$ cat src/design/ugwd_pkg.sv
`timescale 1ns / 1ps
`default_nettype none
package ugwd_pkg;

   typedef struct packed {
      logic [7:0] text_byte;
      logic       text_end;
   } req_type;

   typedef struct packed {
      logic [20:0] code_point;
      logic [2:0]  byte_count;
      logic        malformed;
      logic        cluster_start;
      logic [1:0]  columns;
      logic        last_of_run;
   } rsp_type;

   // one value handed from the decoder to the clusterer
   typedef struct packed {
      logic [20:0] value;
      logic [2:0]  nbytes;
      logic        bad;
      logic        last;      // final value caused by its byte
      logic        text_end;  // clear cluster state after this value
   } cp_type;

   localparam int unsigned QueueDepth = 4;

   localparam logic [20:0] Zwj         = 21'h200D;
   localparam logic [20:0] RegionalLo  = 21'h1F1E6;
   localparam logic [20:0] RegionalHi  = 21'h1F1FF;
   localparam logic [20:0] Vs15        = 21'hFE0E;
   localparam logic [20:0] Vs16        = 21'hFE0F;
   localparam logic [20:0] ToneLo      = 21'h1F3FB;
   localparam logic [20:0] ToneHi      = 21'h1F3FF;
   localparam logic [20:0] Min4        = 21'h10000;
   localparam logic [20:0] Min3        = 21'h800;
   localparam logic [20:0] IdeoSpace   = 21'h303F;
   localparam logic [20:0] PictLo      = 21'h1F300;
   localparam logic [20:0] SupIdeoLo   = 21'h20000;

   function automatic logic in_rng(input logic [20:0] v, input logic [20:0] lo,
                                   input logic [20:0] hi);
      in_rng = (v >= lo) && (v <= hi);
   endfunction

   function automatic logic is_regional(input logic [20:0] v);
      is_regional = in_rng(v, RegionalLo, RegionalHi);
   endfunction

   function automatic logic is_extender(input logic [20:0] v);
      is_extender = v == Vs15 || v == Vs16 || in_rng(v, ToneLo, ToneHi) || v == Zwj ||
         in_rng(v, 21'h0300, 21'h036F) || in_rng(v, 21'h1AB0, 21'h1AFF) ||
         in_rng(v, 21'h1DC0, 21'h1DFF) || in_rng(v, 21'h20D0, 21'h20FF) ||
         in_rng(v, 21'hFE20, 21'hFE2F);
   endfunction

   function automatic logic [1:0] width_of(input logic [20:0] v);
      logic wide;
      wide = in_rng(v, 21'h1100, 21'h115F) || v == 21'h2329 || v == 21'h232A ||
         in_rng(v, 21'h231A, 21'h231B) || in_rng(v, 21'h23E9, 21'h23F3) ||
         in_rng(v, 21'h23F8, 21'h23FA) || in_rng(v, 21'h25AA, 21'h25AB) ||
         in_rng(v, 21'h25B6, 21'h25C0) || in_rng(v, 21'h25FB, 21'h25FE) ||
         in_rng(v, 21'h2600, 21'h27BF) || in_rng(v, 21'h2934, 21'h2935) ||
         in_rng(v, 21'h2B05, 21'h2B07) || in_rng(v, 21'h2B1B, 21'h2B1C) ||
         v == 21'h2B50 || v == 21'h2B55 ||
         (in_rng(v, 21'h2E80, 21'hA4CF) && v != IdeoSpace) ||
         in_rng(v, 21'hAC00, 21'hD7A3) || in_rng(v, 21'hF900, 21'hFAFF) ||
         in_rng(v, 21'hFE10, 21'hFE1F) || in_rng(v, 21'hFE30, 21'hFE6F) ||
         in_rng(v, 21'hFF00, 21'hFF60) || in_rng(v, 21'hFFE0, 21'hFFE6) ||
         is_regional(v) || in_rng(v, PictLo, 21'h1F64F) ||
         in_rng(v, 21'h1F680, 21'h1F6FF) || in_rng(v, 21'h1F900, 21'h1FAFF) ||
         in_rng(v, SupIdeoLo, 21'h2FFFF);
      if (v < 21'd32 || in_rng(v, 21'h7F, 21'h9F) || is_extender(v)) begin
         width_of = 2'd0;
      end else if (wide) begin
         width_of = 2'd2;
      end else begin
         width_of = 2'd1;
      end
   endfunction

endpackage
`default_nettype wire

$ cat src/design/ugwd_front.sv
`timescale 1ns / 1ps
`default_nettype none
// byte decoder: takes one byte a transfer, emits up to four values one per cycle while cp_ready is high
module ugwd_front (
   input  wire                      clock,
   input  wire                      reset,
   input  wire                      req_push,
   output logic                     req_full,
   input  wire ugwd_pkg::req_type   req_data,
   output logic                     cp_valid,
   input  wire                      cp_ready,
   output ugwd_pkg::cp_type         cp_data
);
   import ugwd_pkg::*;

   logic [7:0]  lead_ff, lead_in;
   logic [7:0]  tail0_ff, tail0_in, tail1_ff, tail1_in;
   logic [1:0]  held_ff, held_in;

   // pending output run, up to four values
   cp_type      run_ff [4];
   cp_type      run_in [4];
   logic [2:0]  run_n_ff, run_n_in;
   logic [1:0]  run_i_ff, run_i_in;

   logic        accept;
   logic        last_out;
   cp_type      seq [4];
   logic [2:0]  n;
   logic [7:0]  b;
   logic [20:0] v;
   logic [20:0] minv;
   logic [2:0]  need;
   logic [1:0]  h;
   logic        ends;

   assign last_out = cp_valid && cp_ready && (run_i_ff == run_n_ff[1:0] - 2'd1);
   assign req_full = cp_valid && !last_out;
   assign accept   = req_push && !req_full;
   assign cp_valid = run_n_ff != 3'd0;
   assign cp_data  = run_ff[run_i_ff];

   always_comb begin
      lead_in  = lead_ff;
      tail0_in = tail0_ff;
      tail1_in = tail1_ff;
      held_in  = held_ff;
      run_n_in = run_n_ff;
      run_i_in = run_i_ff;
      for (int k = 0; k < 4; k++) begin
         run_in[k] = run_ff[k];
         seq[k]    = '0;
      end
      n    = 3'd0;
      b    = req_data.text_byte;
      h    = held_ff;
      ends = 1'b0;
      need = (lead_ff < 8'hE0) ? 3'd2 : (lead_ff < 8'hF0) ? 3'd3 : 3'd4;
      v    = '0;
      minv = '0;
      if (cp_valid && cp_ready) begin
         if (last_out) begin
            run_n_in = 3'd0;
            run_i_in = 2'd0;
         end else begin
            run_i_in = run_i_ff + 2'd1;
         end
      end
      if (accept) begin
         if (h != 2'd0 && b[7:6] == 2'b10) begin
            if ({1'b0, h} + 3'd1 < need) begin
               if (h == 2'd1) tail0_in = b;
               else tail1_in = b;
               h = h + 2'd1;
            end else begin
               if (need == 3'd2) begin
                  v = {10'd0, lead_ff[4:0], b[5:0]};
                  minv = 21'h80;
               end else if (need == 3'd3) begin
                  v = {5'd0, lead_ff[3:0], tail0_ff[5:0], b[5:0]};
                  minv = Min3;
               end else begin
                  v = {lead_ff[2:0], tail0_ff[5:0], tail1_ff[5:0], b[5:0]};
                  minv = Min4;
               end
               if (v >= minv) begin
                  seq[0] = '{v, need, 1'b0, 1'b0, 1'b0};
                  n = 3'd1;
               end else begin
                  seq[0] = '{{13'd0, lead_ff}, 3'd1, 1'b1, 1'b0, 1'b0};
                  seq[1] = '{{13'd0, tail0_ff}, 3'd1, 1'b1, 1'b0, 1'b0};
                  seq[2] = '{{13'd0, tail1_ff}, 3'd1, 1'b1, 1'b0, 1'b0};
                  seq[need[1:0] - 2'd1] = '{{13'd0, b}, 3'd1, 1'b1, 1'b0, 1'b0};
                  n = need;
               end
               h = 2'd0;
            end
         end else begin
            // flush held bytes, then decode the byte afresh
            if (h != 2'd0) begin
               seq[0] = '{{13'd0, lead_ff}, 3'd1, 1'b1, 1'b0, 1'b0};
               seq[1] = '{{13'd0, tail0_ff}, 3'd1, 1'b1, 1'b0, 1'b0};
               seq[2] = '{{13'd0, tail1_ff}, 3'd1, 1'b1, 1'b0, 1'b0};
               n = {1'b0, h};
               h = 2'd0;
            end
            if (b < 8'h80) begin
               seq[n[1:0]] = '{{13'd0, b}, 3'd1, 1'b0, 1'b0, 1'b0};
               n = n + 3'd1;
            end else if (b < 8'hC0 || b >= 8'hF8) begin
               seq[n[1:0]] = '{{13'd0, b}, 3'd1, 1'b1, 1'b0, 1'b0};
               n = n + 3'd1;
            end else begin
               lead_in = b;
               h = 2'd1;
            end
         end
         if (req_data.text_end) begin
            if (h != 2'd0) begin
               // a single held byte is the new lead, after anything flushed
               if (h == 2'd1) begin
                  seq[n[1:0]] = '{{13'd0, lead_in}, 3'd1, 1'b1, 1'b0, 1'b0};
                  n = n + 3'd1;
               end else begin
                  seq[0] = '{{13'd0, lead_ff}, 3'd1, 1'b1, 1'b0, 1'b0};
                  seq[1] = '{{13'd0, (h == 2'd2) ? tail0_in : tail0_ff}, 3'd1, 1'b1,
                             1'b0, 1'b0};
                  seq[2] = '{{13'd0, tail1_in}, 3'd1, 1'b1, 1'b0, 1'b0};
                  n = {1'b0, h};
               end
               h = 2'd0;
            end
            ends = 1'b1;
         end
         held_in = h;
         if (n != 3'd0) begin
            seq[n[1:0] - 2'd1].last = 1'b1;
            seq[n[1:0] - 2'd1].text_end = ends;
            for (int k = 0; k < 4; k++) run_in[k] = seq[k];
            run_n_in = n;
            run_i_in = 2'd0;
         end else if (ends) begin
            // no value: pass a clear marker with zero bytes
            run_in[0] = '{21'd0, 3'd0, 1'b0, 1'b0, 1'b1};
            run_n_in = 3'd1;
            run_i_in = 2'd0;
         end
      end
   end

   always_ff @(posedge clock) begin
      if (reset) begin
         held_ff  <= 2'd0;
         run_n_ff <= 3'd0;
         run_i_ff <= 2'd0;
         lead_ff  <= 8'd0;
         tail0_ff <= 8'd0;
         tail1_ff <= 8'd0;
      end else begin
         held_ff  <= held_in;
         run_n_ff <= run_n_in;
         run_i_ff <= run_i_in;
         lead_ff  <= lead_in;
         tail0_ff <= tail0_in;
         tail1_ff <= tail1_in;
      end
      for (int k = 0; k < 4; k++) run_ff[k] <= run_in[k];
   end
endmodule
`default_nettype wire

$ cat src/design/ugwd_queue.sv
`timescale 1ns / 1ps
`default_nettype none
// short queue between decoder and clusterer
module ugwd_queue #(
   parameter int unsigned Depth = ugwd_pkg::QueueDepth
) (
   input  wire                    clock,
   input  wire                    reset,
   input  wire                    in_valid,
   output logic                   in_ready,
   input  wire ugwd_pkg::cp_type  in_data,
   output logic                   out_valid,
   input  wire                    out_ready,
   output ugwd_pkg::cp_type       out_data
);
   import ugwd_pkg::*;
   localparam int unsigned Aw = (Depth > 1) ? $clog2(Depth) : 1;

   cp_type          mem_ff [Depth];
   logic [Aw-1:0]   wr_ff, wr_in, rd_ff, rd_in;
   logic [Aw:0]     cnt_ff, cnt_in;
   logic            wr, rd;

   assign in_ready  = cnt_ff != (Aw+1)'(Depth);
   assign out_valid = cnt_ff != '0;
   assign out_data  = mem_ff[rd_ff];
   assign wr = in_valid && in_ready;
   assign rd = out_valid && out_ready;

   always_comb begin
      wr_in  = wr ? ((wr_ff == Aw'(Depth - 1)) ? '0 : wr_ff + 1'b1) : wr_ff;
      rd_in  = rd ? ((rd_ff == Aw'(Depth - 1)) ? '0 : rd_ff + 1'b1) : rd_ff;
      cnt_in = cnt_ff + (Aw+1)'(wr) - (Aw+1)'(rd);
   end

   always_ff @(posedge clock) begin
      if (reset) begin
         wr_ff  <= '0;
         rd_ff  <= '0;
         cnt_ff <= '0;
      end else begin
         wr_ff  <= wr_in;
         rd_ff  <= rd_in;
         cnt_ff <= cnt_in;
      end
      if (wr) mem_ff[wr_ff] <= in_data;
   end
endmodule
`default_nettype wire

$ cat src/design/ugwd_back.sv
`timescale 1ns / 1ps
`default_nettype none
// clusterer: tags each value with cluster start and width, registered output
module ugwd_back (
   input  wire                      clock,
   input  wire                      reset,
   input  wire                      cp_valid,
   output logic                     cp_ready,
   input  wire ugwd_pkg::cp_type    cp_data,
   output logic                     rsp_empty,
   input  wire                      rsp_pop,
   output ugwd_pkg::rsp_type        rsp_data
);
   import ugwd_pkg::*;

   logic     begun_ff, begun_in, join_ff, join_in, flag_ff, flag_in;
   logic     full_ff, full_in;
   rsp_type  out_ff, out_in;
   logic     take, marker, start;
   logic [20:0] v;

   assign rsp_empty = !full_ff;
   assign rsp_data  = out_ff;
   assign cp_ready  = !full_ff || rsp_pop;
   assign take      = cp_valid && cp_ready;
   assign marker    = cp_data.nbytes == 3'd0;
   assign v         = cp_data.value;

   always_comb begin
      begun_in = begun_ff;
      join_in  = join_ff;
      flag_in  = flag_ff;
      full_in  = full_ff && !rsp_pop;
      out_in   = out_ff;
      start    = 1'b1;
      if (take) begin
         if (!marker) begin
            if (!begun_ff) begin
               start = 1'b1;
            end else if (join_ff) begin
               start = 1'b0;
               join_in = 1'b0;
            end else if (is_extender(v)) begin
               start = 1'b0;
               join_in = v == Zwj;
            end else if (flag_ff && is_regional(v)) begin
               start = 1'b0;
               flag_in = 1'b0;
            end
            if (start) begin
               join_in = 1'b0;
               flag_in = is_regional(v);
            end
            begun_in = 1'b1;
            out_in = '{v, cp_data.nbytes, cp_data.bad, start,
                       start ? width_of(v) : 2'd0, cp_data.last};
            full_in = 1'b1;
         end
         if (cp_data.text_end) begin
            begun_in = 1'b0;
            join_in  = 1'b0;
            flag_in  = 1'b0;
         end
      end
   end

   always_ff @(posedge clock) begin
      if (reset) begin
         begun_ff <= 1'b0;
         join_ff  <= 1'b0;
         flag_ff  <= 1'b0;
         full_ff  <= 1'b0;
      end else begin
         begun_ff <= begun_in;
         join_ff  <= join_in;
         flag_ff  <= flag_in;
         full_ff  <= full_in;
      end
      out_ff <= out_in;
   end
endmodule
`default_nettype wire

$ cat src/design/utf8_grapheme_width_decoder.sv
`timescale 1ns / 1ps
`default_nettype none
// UTF-8 decoder with grapheme clustering and display width. Takes one text
// byte per transfer on the req_ queue side and gives one result per transfer
// on the rsp_ side. A byte that completes a code point or passes through
// malformed yields one result; a byte that flushes a broken sequence yields up
// to four results, and the decoder hands them on one at a time, which holds
// req_full high until the last of them is taken. Bytes that only extend a
// sequence give no result. A four-entry queue parts decoder and clusterer.
module utf8_grapheme_width_decoder #(
   parameter int unsigned QueueDepth = ugwd_pkg::QueueDepth
) (
   input  wire                      clock,
   input  wire                      reset,
   input  wire                      req_push,
   output logic                     req_full,
   input  wire ugwd_pkg::req_type   req_data,
   output logic                     rsp_empty,
   input  wire                      rsp_pop,
   output ugwd_pkg::rsp_type        rsp_data
);
   import ugwd_pkg::*;

   logic   f_valid, f_ready, b_valid, b_ready;
   cp_type f_data, b_data;

   ugwd_front u_front (
      .clock, .reset, .req_push, .req_full, .req_data,
      .cp_valid(f_valid), .cp_ready(f_ready), .cp_data(f_data)
   );

   ugwd_queue #(.Depth(QueueDepth)) u_queue (
      .clock, .reset,
      .in_valid(f_valid), .in_ready(f_ready), .in_data(f_data),
      .out_valid(b_valid), .out_ready(b_ready), .out_data(b_data)
   );

   ugwd_back u_back (
      .clock, .reset,
      .cp_valid(b_valid), .cp_ready(b_ready), .cp_data(b_data),
      .rsp_empty, .rsp_pop, .rsp_data
   );
endmodule
`default_nettype wire

$ cat config.mk
export PLATFORM = sky130hd
export DESIGN_NAME = utf8_grapheme_width_decoder
export DESIGN_NICKNAME = d
export VERILOG_FILES = /design/src/design/ugwd_pkg.sv /design/src/design/ugwd_front.sv /design/src/design/ugwd_queue.sv /design/src/design/ugwd_back.sv /design/src/design/utf8_grapheme_width_decoder.sv
export SDC_FILE = /design/constraint.sdc
export NUM_CORES = 1
export LEC_CHECK = 0
export BUFFER_PORTS_ARGS = -buffer_cell sky130_fd_sc_hd__buf_4
export CAP_MARGIN = 20
export CORE_MARGIN = 4
export CORE_UTILIZATION = 35
export DETAILED_ROUTE_END_ITERATION = 10
export SLEW_MARGIN = 10
export SYNTH_ARGS = -nofsm -noshare
export SYNTH_HDL_FRONTEND = slang
export SYNTH_SLANG_ARGS = --single-unit
$ cat constraint.sdc
create_clock -name clock -period 6.05 [get_ports clock]
set_input_delay 0.3025 -clock clock [delete_from_list [all_inputs] [get_ports clock]]
set_output_delay 0.3025 -clock clock [all_outputs]
set_load 0.02 [all_outputs]
Yosys cells after proc, flatten, opt, wreduce, memory -nomap -nowiden
Memories as Yosys holds them, arrays and structs flattened. A register that Yosys moved wholly into a read port is not among the register bits.
Index checks and enable logic that the tools add are counted.
{ "totals": {"ram_bits": 216, "inputBits": 13, "ff_bits": 71, "mem_count": 2, "elab_cells": 362} }
{ "memory_table": {"columns": ["name", "words", "width", "rd", "rd_ports_with_merged_regs", "wr", "line", "rtl"], "rows": [
  ["u_front.run_ff", 4, 27, 1, 1, 4, "ugwd_front.sv:21", "cp_type run_ff [4];"],
  ["u_queue.mem_ff", 4, 27, 1, 1, 1, "ugwd_queue.sv:19", "cp_type mem_ff [Depth];"]
]} }
{ "op_classes": {"n_addsub": 12, "n_bitwise": 6, "n_reduce_logical": 100, "eq_ne": 25, "n_lt_le_gt_ge": 76, "mux": 122} }
{ "op_table": {"columns": ["operator", "n"], "rows": [
  ["$mux W108", 9],
  ["$bwmux W108", 6],
  ["$mux W81", 5],
  ["$demux W27 S2", 5],
  ["$ge A21 B14 Y1 const B", 12],
  ["$le A21 B14 Y1 const B", 11],
  ["$mux W21", 9],
  ["$mux W27", 7],
  ["$le A21 B16 Y1 const B", 8],
  ["$ge A21 B16 Y1 const B", 7],
  ["$eq A21 B14 Y1 const B", 5],
  ["$ge A21 B17 Y1 const B", 5],
  ["$le A21 B17 Y1 const B", 5],
  ["$mux W8", 11],
  ["$mux W68", 1],
  ["$ge A21 B13 Y1 const B", 3],
  ["$le A21 B13 Y1 const B", 3],
  ["$mux W3", 19],
  ["$logic_and A1 B1 Y1", 43],
  ["$eq A21 B16 Y1 const B", 2],
  ["$mux W2", 21],
  ["$logic_or A1 B1 Y1", 38],
  ["$lt A8 B8 Y1 const B", 4],
  ["$mux W1", 28],
  ["other kinds (37)", 74]
]} }

Logic depth before layout (Yosys ltp)
Gate-level depths: netlist of run 1.
{ "logic_depth": {"depth_word": 29, "mapped_depth": 19} }

By module
A second synthesis of run 1 with hierarchy kept.
{ "unflattened": {"hier_cells": 1155, "area_unflattened_um2": 13211.4} }
{ "modules_own_cells": {"columns": ["mod", "n_inst", "seq_area_each_um2", "cells_each", "area_each_um2"], "rows": [
  ["ugwd_front", 1, 2512.4, 619, 5933.2],
  ["ugwd_queue", 1, 3423.3, 190, 4370.4],
  ["ugwd_back", 1, 950.9, 346, 2907.8]
]} }

Worst setup path before layout of run 1
No wires, ideal clock.
{ "synth_timing": {"path_kind": "reg2reg", "startpoint": "register u_front.lead_ff[4]", "endpoint": "memory u_front.run_ff[1][0] (netlist name), enable pin", "t_required_ns": 5.621, "stages_incl_launch_ff": 18, "t_arrival_ns": 5.362, "synth_period_minus_slack_ns": 5.791, "path_slack_ns": 0.259, "path_cell_list": "dfxtp_1 > clkbuf_1 > clkbuf_1 > mux2i_1 > nor2_1 > ha_1 > nor2_1 > o21ai_0 > o21a_1 > o21a_1 > o21ai_1 > o221ai_1 > ha_1 > and3_1 > mux2i_1 > nor2_1 > clkbuf_1 > nor2_1"} }
{ "synth_rtl": {"columns": ["element", "line", "rtl"], "rows": [
  ["from (decl)", "ugwd_front.sv:16", "logic [7:0] lead_ff, lead_in;"],
  ["from (signal assigned)", "ugwd_front.sv:163", "lead_ff <= lead_in;"],
  ["to (decl)", "ugwd_front.sv:21", null]
]} }

==> qor.json, run 1 <==
{
  "fin_setup_tns_ns": 0,
  "path_delay_family": "simple AND/OR/NAND/NOR gates",
  "met1_usage_pct": 25.5,
  "rows": 70,
  "clock-root-buffer": "clkbuf_16",
  "crit_path_start": "u_front.lead_ff[5]",
  "fin_crit_sh_pct": 83.2,
  "fmax_mhz": 199,
  "core_area_mm2": 0.0367,
  "dr.pass1.iters": 6,
  "grt_start_max_net_pins": 42,
  "synth_top_area_share_pct": 46.0,
  "hold_path.class": "in2reg",
  "vert_die_dim_um": 201,
  "cp_max_fo": 36,
  "ratio_of_routed_vias_to_standard_cells": 6.07,
  "synthesized_area_per_cell_um2": 11.1,
  "hold_violations": 0,
  "routability_congestion": 0.983,
  "worst_pin_slew_ns": 1.00,
  "fin_skew_ns": 0.0145,
  "cts_hold_repair.buffers": 0,
  "clk_pin_slew_worst_paths_ns": 0.06,
  "grtUsageMet3_pct": 3.35,
  "whs_ns": 0.0816,
  "filler_cells": 3521,
  "critical_path_required_ns": 6.26,
  "yosys_register_bits": 244,
  "synth.yosys.warnings": 0,
  "worstReg2RegStart": "u_front.lead_ff[5]",
  "critical_path.reg2reg.endpoint": "u_front.run_ff[1][9]",
  "synth-async-reset-ratio_pct": 0,
  "grt_setup_unrepaired": "false",
  "period_minus_slack_ns": 5.04,
  "post-cts-setup-buffer-count": 0,
  "post_cts_resize_count": 0,
  "wl_per_cell_um": 23.4,
  "dp_cells": 1628,
  "power-per-cell-area_mw_per_mm2": 401,
  "clock_sinks": 244,
  "final_routed_drc_violation_total": 0,
  "finalSetupViolCount": 0,
  "globalRoute.totalOverflow": 0,
  "area_growth_syn_to_layout_pct": 12.9,
  "global_route.usage.met2_pct": 29.6,
  "swShare_pct": 36.5,
  "dieWidth_um": 201,
  "grt_pass1_vias": 9740,
  "netlist-cell-type-count": 81,
  "drive_gt1_share_pct": 14.3,
  "drt_iter0_markers": 1102,
  "fp.dieArea_mm2": 0.0405,
  "critical-path-max-stage-delay_ns": 0.74,
  "grt.total_usage_pct": 18.7,
  "crit_path_end_kind": "flip-flop",
  "ir_drop_uv": 217,
  "final-instance-count-excl-fill": 1680,
  "hpwlAfterDp_um": 26900,
  "grt_pass1_wl_um": 60200,
  "worst_reg2reg_path_length_in_cells": 17,
  "post-place-ws_ns": 1.08,
  "internal_power_mw": 3.75,
  "layout_setup_ws_ns": 1.01,
  "timing.critical_path.depth": 17,
  "clk-insertion-delay-late_ns": 0.56,
  "startpoint_type": "flip-flop",
  "synthesis.area_mm2": 0.0131,
  "worst-endpoint-arrival_ns": 5.24,
  "synth-edff-count": 200,
  "grt.busiest_layer": "met2",
  "route.vias.total": 10200,
  "ys_dominant_reg_cell": "edfxtp_1",
  "cts.htree.levels": 1,
  "netSwitchingPower_mw": 2.16,
  "seq_total_area_yosys_pct": 52.7,
  "drv_cap": 0,
  "synthCells": 1172,
  "ctsLongestPathBuffers": 3,
  "slew-limit-headroom_pct": 31.3,
  "synthTopCellsByArea": "edfxtp_1 (46%), dfxtp_1 (6.7%), mux4_2 (6.4%), a21oi_1 (3.1%), nor2_1 (3.1%)",
  "setup.worst_path.end": "u_front.run_ff[1][9]",
  "syn-num-nets": 1208,
  "io_pins": 44,
  "critical_path_class": "reg2reg",
  "cp_slowest_cell": "nor2_1",
  "design.final.nets": 1226,
  "cts_made_buffers": 28,
  "cp_cell_instances": "nand3_1 -> nor2_1 -> inv_1 -> ha_1 -> nor2_1 -> o21ai_0 -> o21a_1 -> o21a_1 -> o21ai_1 -> buf_4 -> o221ai_1 -> ha_1 -> and3_1 -> mux2i_1 -> nor2_1 -> nor2_2 -> buf_4",
  "seq_power_share_pct": 38.3,
  "antenna_found_initial": 2,
  "outcome": "finished, final reports clean",
  "leak_nw": 4.91,
  "cts_tree": "built",
  "detail_route.wirelength_um": 39300,
  "insertedDiodeCount": 0,
  "r2r_setup_slack_ns": 1.01,
  "synth_top_cell_by_area": "edfxtp_1",
  "critPathMostFrequentCell": "nor2_1",
  "initial_core_utilization_pct": 35.6,
  "io_buffers": 43,
  "finalMaxSlewViolations": 0,
  "timing.critical_path.buf_inv": 3,
  "route.antenna.remaining_nets": 0,
  "clk_network_pwr_share_pct": 27.4,
  "power.share.combinational_pct": 34.3
}
-- worst reg2reg max path, cell delays in order, from the launching register on --
cell and delay (ns):
dfxtp_1 0.42, nand3_1 0.13, nor2_1 0.74, inv_1 0.25, ha_1 0.36, nor2_1 0.08, o21ai_0 0.08, o21a_1 0.13
o21a_1 0.20, o21ai_1 0.14, buf_4 0.22, o221ai_1 0.38, ha_1 0.42, and3_1 0.17, mux2i_1 0.28, nor2_1 0.12
nor2_2 0.11, buf_4 0.41
-- kinds of logic (layout without fill, tap and decap cells) --
logic type	Yosys count	after routing	synth area share, %
simple gates	423	423	16.8
mux	74	74	9.48
compound gates	286	286	14.8
buf+inv	114	154	3.48
fa+ha+maj	23	23	2.26
xor+xnor	8	8	0.536
flops	244	244	52.7
-- sequential cells by signal, indices dropped and copies added, names as in the netlist, 2 cells and up, named ones only --
register          count
u_back.rsp_data      29
u_front.held_ff       2
u_front.lead_ff       8
u_front.run_ff       63
u_front.run_i_ff      2
u_front.run_n_ff      3
u_front.tail0_ff      8
u_front.tail1_ff      8
u_queue.cnt_ff        3
u_queue.mem_ff      108
u_queue.rd_ff         2
u_queue.wr_ff         2
-- cell type report --
class | count | area [µm²] | share of cell area, %
Sequential cell | 244 | 6890 | 46.7
Multi-Input combinational cell | 814 | 5740 | 38.9
Clock buffer | 42 | 783 | 5.31
Tap cell | 468 | 586 | 3.97
Timing Repair Buffer | 72 | 541 | 3.67
Inverter | 30 | 113 | 0.764
Clock inverter | 10 | 103 | 0.696
-- cell usage in the layout, fill, tap and decap left out, drive strengths merged, types with 6 or more instances in the layout --
cell type	synthesis	final
edfxtp	200	200
nor2	108	108
nand2	90	90
a21oi	81	81
buf	17	72
o21ai	46	46
dfxtp	44	44
clkbuf	67	42
mux4	39	39
nor3	34	34
and2	33	33
mux2i	33	33
inv	30	31
nand3	24	24
ha	22	22
and3	20	20
o22ai	18	18
nor4	18	18
nand4	15	15
a22o	14	14
a22oi	12	12
nor2b	12	12
nor3b	11	11
o22a	11	11
a211oi	10	10
or3	9	9
nand2b	8	8
o21a	8	8
a31oi	8	8
or2	8	8
nand4b	6	6
o31ai	6	6
o311ai	6	6
or4	6	6
clkinv	0	6
-- worst min path at each step --
stage	depth (start not counted)	to	startpoint
after floorplan	2	u_front.run_n_ff[1]	u_front.run_n_ff[1]
after global placement	2	u_front.run_n_ff[1]	u_front.run_n_ff[1]
after detailed placement	2	u_front.run_n_ff[1]	u_front.run_n_ff[1]
after CTS	3	u_front.tail0_ff[5]	req_data[6]
after global routing	3	u_front.tail0_ff[5]	req_data[6]
final	3	u_front.tail0_ff[2]	req_data[3]
-- power by group through the flow --
stage	clock network, mW	logic [mW]	registers (mW)
final	1.62	2.03	2.27
after global routing	1.74	2.16	2.29
after CTS	1.66	2.00	2.27
after detailed placement	0	2.00	2.31
after global placement	0	2.02	2.30
after floorplan	0	1.24	2.37
-- synthesized netlist by cell type (18+ instances only) --
cell / instances
o21ai_0: 42
a21oi_1: 81
mux4_2: 37
nand3_1: 24
nor4_1: 18
clkbuf_1: 67
and3_1: 20
and2_1: 33
o22ai_1: 18
nor3_1: 34
mux2i_1: 33
nor2_1: 107
edfxtp_1: 200
dfxtp_1: 44
ha_1: 22
nand2_1: 90
inv_1: 30
-- through the flow --
step	utilization [%]	cell area, µm²	total power, mW
global placement	37.8	13900	4.32
detailed placement	37.8	13900	4.30
finish	40.2	14700	5.91
floorplan	-	13100	3.61
global route	40.2	14700	6.19
CTS	40.2	14700	5.93
-- layer usage --
metal,share of wire [%],up-vias
met3,7.4,114
li1,-,4562
met5,0.036,-
met4,4.7,4
met1,42,4964
met2,46,558
Note: power is estimated with default switching activity, not from simulation.
==> run 2: changes to the inputs <==
Clock period 6.05 ns to 4.4 ns, I/O delays scaled along.
==> qor.json, run 2 (same netlist as run 1, synthesis figures left out) <==
{
  "fin_crit_sh_pct": 95.0,
  "drive_gt1_share_pct": 18.4,
  "netSwitchingPower_mw": 3.04,
  "route.vias.total": 10300,
  "multi_input_area_mm2": 0.00578,
  "ctsLongestPathBuffers": 3,
  "period_minus_slack_ns": 4.18,
  "globalRoute.totalOverflow": 0,
  "fmax_mhz": 239,
  "setup.worst_path.end": "u_back.rsp_data[2]",
  "routability_congestion": 0.946,
  "vert_die_dim_um": 201,
  "design.final.nets": 1286,
  "rows": 70,
  "power-per-cell-area_mw_per_mm2": 549,
  "clock-root-buffer": "clkbuf_16",
  "fin_setup_tns_ns": 0,
  "clock_sinks": 244,
  "cts_made_buffers": 27,
  "cts_tree": "built",
  "crit_path_end_kind": "flip-flop",
  "startpoint_type": "flip-flop",
  "grt_pass1_wl_um": 61100,
  "seq_power_share_pct": 36.7,
  "post-cts-setup-buffer-count": 0,
  "top_register": "u_queue.mem_ff",
  "filler_cells": 3462,
  "cp_slowest_cell": "mux4_2",
  "antenna_found_initial": 0,
  "worst_reg2reg_path_length_in_cells": 10,
  "finalSetupViolCount": 0,
  "drv_cap": 0,
  "clk_network_pwr_share_pct": 27.3,
  "internal_power_mw": 5.35,
  "fin_skew_ns": 0.0134,
  "area_growth_syn_to_layout_pct": 16.9,
  "clk_pin_slew_worst_paths_ns": 0.07,
  "slew-limit-headroom_pct": 38.2,
  "worst-endpoint-arrival_ns": 4.49,
  "final-instance-count-excl-fill": 1739,
  "finalMaxSlewViolations": 0,
  "hold_path.class": "in2reg",
  "cts.htree.levels": 1,
  "ir_drop_uv": 386,
  "dr.pass1.iters": 8,
  "worst_pin_slew_ns": 0.923,
  "leak_nw": 5.23,
  "critical_path_class": "reg2reg",
  "fp.dieArea_mm2": 0.0405,
  "layout.cells.most_common": "edfxtp_1",
  "swShare_pct": 36.3,
  "core_area_mm2": 0.0367,
  "dp_cells": 1682,
  "drt_iter0_markers": 1077,
  "clk-insertion-delay-late_ns": 0.56,
  "critical_path.reg2reg.endpoint": "u_back.rsp_data[2]",
  "io_pins": 44,
  "grt_pass1_vias": 10100,
  "power.share.combinational_pct": 36.0,
  "register_area_mm2": 0.00689,
  "io_buffers": 43,
  "dieWidth_um": 201,
  "wl_per_cell_um": 22.9,
  "critical-path-max-stage-delay_ns": 0.67,
  "ratio_of_routed_vias_to_standard_cells": 5.94,
  "detail_route.wirelength_um": 39800,
  "route.antenna.remaining_nets": 0,
  "hold_violations": 0,
  "r2r_setup_slack_ns": 0.22,
  "power.total_mw": 8.39,
  "grt.total_usage_pct": 18.9,
  "flip_flop_count_of_the_largest_register_all_copies_and_words_added": 108,
  "cp_cell_instances": "buf_4 -> mux4_2 -> nand2b_1 -> nor2_4 -> a21oi_1 -> o311ai_1 -> o221ai_1 -> or4b_1 -> or4_1 -> nor2b_4",
  "finalCoreUtilization_pct": 41.6,
  "grt_start_max_net_pins": 42,
  "outcome": "finished, final reports clean",
  "cp_max_fo": 11,
  "layout.cells.most_common_list": "edfxtp_1 (200), buf_4 (126), nor2_1 (105)",
  "initial_core_utilization_pct": 35.6,
  "grt_setup_unrepaired": "false",
  "hpwlAfterDp_um": 28400,
  "critical_path_required_ns": 4.71,
  "final_routed_drc_violation_total": 0,
  "insertedDiodeCount": 0
}
## run 2: cell count changes in the layout (fill, tap and decap cells not counted), moves of 4 or more
cell	change
buf_4	+54
dlygate4sd3_1	+6
clkbuf_1	-5
nor2_4	+4
## run 2: cell type report
cell class | instances | share of cell area (%)
Clock buffer | 35 | 4.75
Clock inverter | 15 | 1.13
Inverter | 30 | 0.737
Multi-Input combinational cell | 815 | 37.9
Sequential cell | 244 | 45.1
Tap cell | 468 | 3.83
Timing Repair Buffer | 132 | 6.59
## run 2: metrics by stage
step                      setup slack (ns)  hold WS [ns]  cell area, µm²
after CTS                            0.162       0.00515           15300
final                                0.218        0.0335           15300
after global routing                0.0403        0.0271           15300
after global placement               0.238         0.475           14300
after floorplan                     0.0617         0.386           13100
after detailed placement             0.173         0.470           14300
## run 2: how the worst min path moves through the flow
stage / from / to / slack, ns / cells after the start
2_1_floorplan: reset / u_back.begun_ff / 0.39 / 2
3_3_place_gp: u_front.run_n_ff[1] / u_front.run_n_ff[1] / 0.47 / 2
3_5_place_dp: u_front.run_n_ff[1] / u_front.run_n_ff[1] / 0.47 / 2
4_1_cts: req_data[3] / u_front.tail0_ff[2] / 0.005 / 3
5_1_grt: req_data[3] / u_front.tail0_ff[2] / 0.03 / 3
6_report: req_data[3] / u_front.tail0_ff[2] / 0.03 / 3
## run 2: worst max-delay path, delay by kind of cell, from the launching register on
| family | cells | cell delay [ns] |
|---|---|---|
| AND/OR/NAND/NOR | 5 | 1.77 |
| AO/OA/AOI/OAI | 3 | 0.68 |
| multiplexers | 1 | 0.67 |
| flip-flops | 1 | 0.50 |
| buffers and inverters | 1 | 0.30 |
## run 2: power groups by stage
stage	logic, mW	registers, mW	clock network, mW
global placement	2.99	3.13	0
CTS	2.98	3.09	2.35
global route	3.22	3.11	2.45
finish	3.02	3.08	2.29
detailed placement	2.97	3.14	0
floorplan	1.71	3.25	0
## run 2: timing repair
item	4_1_cts	5_1_grt
gates resized for setup	0	2
setup endpoints to repair	0	37
hold endpoints to repair	7	0
hold buffers	6	0
## run 2: metal layers
metal | GRT usage, % | share of wire (%) | up-vias
li1 | - | - | 4695
met1 | 25.3 | 42 | 5048
met2 | 31.2 | 47 | 475
met3 | 2.71 | 6.5 | 113
met4 | 7.23 | 4.3 | 0
met5 | 0 | 0 | -
==> run 3: changes to the inputs <==
Settings changed: CORE_ASPECT_RATIO from default to 1.4.
==> qor.json, run 3 (same netlist as run 1, synthesis figures left out) <==
{
  "slew-limit-headroom_pct": 37.1,
  "drive_gt1_share_pct": 17.7,
  "post-place-ws_ns": 0.0542,
  "worst_pin_slew_ns": 0.943,
  "startpoint_type": "flip-flop",
  "grt_start_max_net_pins": 42,
  "fin_setup_tns_ns": 0,
  "flip_flop_count_of_the_largest_register_all_copies_and_words_added": 108,
  "final_routed_drc_violation_total": 0,
  "power-per-cell-area_mw_per_mm2": 544,
  "io_pins": 44,
  "cts_tree": "built",
  "clock_sinks": 244,
  "r2r_setup_slack_ns": 0.21,
  "fin_crit_sh_pct": 95.2,
  "route.antenna.remaining_nets": 0,
  "critical_path_class": "reg2reg",
  "routability_congestion": 1.02,
  "ratio_of_routed_vias_to_standard_cells": 5.92,
  "fp.dieArea_mm2": 0.0405,
  "worst_reg2reg_path_length_in_cells": 10,
  "cts.htree.levels": 1,
  "clk-insertion-delay-late_ns": 0.55,
  "register_area_mm2": 0.00689,
  "grt.total_usage_pct": 20.0,
  "leak_nw": 5.15,
  "grt_pass1_vias": 10200,
  "initial_core_utilization_pct": 35.5,
  "min_delay_path_depth": 3,
  "crit_path_end_kind": "flip-flop",
  "dp_cells": 1680,
  "clock-root-buffer": "clkbuf_16",
  "top_register": "u_queue.mem_ff",
  "setup.worst_path.end": "u_back.rsp_data[2]",
  "cp_max_fo": 22,
  "globalRoute.totalOverflow": 0,
  "finalCoreUtilization_pct": 41.1,
  "fin_skew_ns": 0.0213,
  "hold_path.class": "in2reg",
  "grt_pass1_wl_um": 62600,
  "area_growth_syn_to_layout_pct": 15.8,
  "ir_drop_uv": 293,
  "drv_cap": 0,
  "fmax_mhz": 239,
  "filler_cells": 3597,
  "layout.cells.most_common_list": "edfxtp_1 (200), buf_4 (124), nor2_1 (105)",
  "dr.pass1.iters": 5,
  "design.final.nets": 1278,
  "dieWidth_um": 171,
  "clk_pin_slew_worst_paths_ns": 0.06,
  "core_area_mm2": 0.0368,
  "drt_iter0_markers": 962,
  "vert_die_dim_um": 237,
  "grt_setup_unrepaired": "false",
  "rows": 83,
  "multi_input_area_mm2": 0.00577,
  "io_buffers": 43,
  "route.vias.total": 10200,
  "finalSetupViolCount": 0,
  "power.total_mw": 8.23,
  "finalMaxSlewViolations": 0,
  "final-instance-count-excl-fill": 1728,
  "critical_path_required_ns": 4.70,
  "detail_route.wirelength_um": 41200,
  "ctsLongestPathBuffers": 3,
  "hold_violations": 0,
  "outcome": "finished, final reports clean",
  "layout.cells.most_common": "edfxtp_1",
  "worst-endpoint-arrival_ns": 4.49,
  "wl_per_cell_um": 23.8,
  "layout_setup_ws_ns": 0.211,
  "critical_path.reg2reg.endpoint": "u_back.rsp_data[2]",
  "insertedDiodeCount": 0,
  "period_minus_slack_ns": 4.19,
  "antenna_found_initial": 0,
  "hpwlAfterDp_um": 29700,
  "cts_made_buffers": 25
}
-- run 3: final cells by class --
class                           count  share of cell area [%]
Clock buffer                       33                    4.33
Clock inverter                     13                    1.00
Inverter                           30                   0.744
Multi-Input combinational cell    815                    38.2
Sequential cell                   244                    45.6
Tap cell                          467                    3.86
Timing Repair Buffer              126                    6.35
-- run 3: routing by layer --
| metal | global-route usage [%] | wire length, µm | part of all wire [%] | vias to the layer above |
|---|---|---|---|---|
| met5 | 0 | 0 | 0 | - |
| met3 | 2.42 | 1970 | 4.8 | 152 |
| met1 | 22.8 | 15200 | 37 | 4984 |
| met4 | 11.4 | 2760 | 6.7 | 0 |
| met2 | 35.5 | 21200 | 51 | 404 |
| li1 | - | - | - | 4686 |
-- run 3: repair_timing --
item,4_1_cts,5_1_grt
hold buffers,1,0
setup buffers,0,0
hold endpoints to repair,2,0
endpoints found under the setup margin,0,38
resized for setup,0,1
-- run 3: worst min-delay path by stage --
stage                             start                  end  slack, ns
floorplan                         reset      u_back.begun_ff       0.39
global placement    u_front.run_n_ff[1]  u_front.run_n_ff[1]       0.46
detailed placement  u_front.run_n_ff[1]  u_front.run_n_ff[1]       0.48
CTS                         req_data[2]  u_front.tail0_ff[1]     0.0007
global route                req_data[5]  u_front.tail0_ff[4]       0.02
finish                      req_data[6]  u_front.tail0_ff[5]       0.03
-- run 3: worst max-delay path, cell delays in order, from the launching register on --
cell and delay, ns:
dfxtp_4 0.47, buf_4 0.28, mux4_1 0.61, buf_4 0.25, and4_1 0.33, and4b_1 0.26
o31ai_1 0.40, o41ai_1 0.15, or4b_1 0.57, or4_1 0.47, nor2b_4 0.15
-- run 3: metrics by stage --
step / instance area [µm²] / hold slack, ns
CTS: 15100 / 0.000675
floorplan: 13100 / 0.386
global route: 15100 / 0.0209
detailed placement: 14300 / 0.477
global placement: 14300 / 0.461
finish: 15100 / 0.0290
-- run 3: power breakdown --
group	internal (mW)	leakage (nW)	total [mW]	switching, mW
combinational	1.04	2.52	3.02	1.98
clock	1.23	0.386	2.13	0.898
sequential	2.95	2.24	3.07	0.126
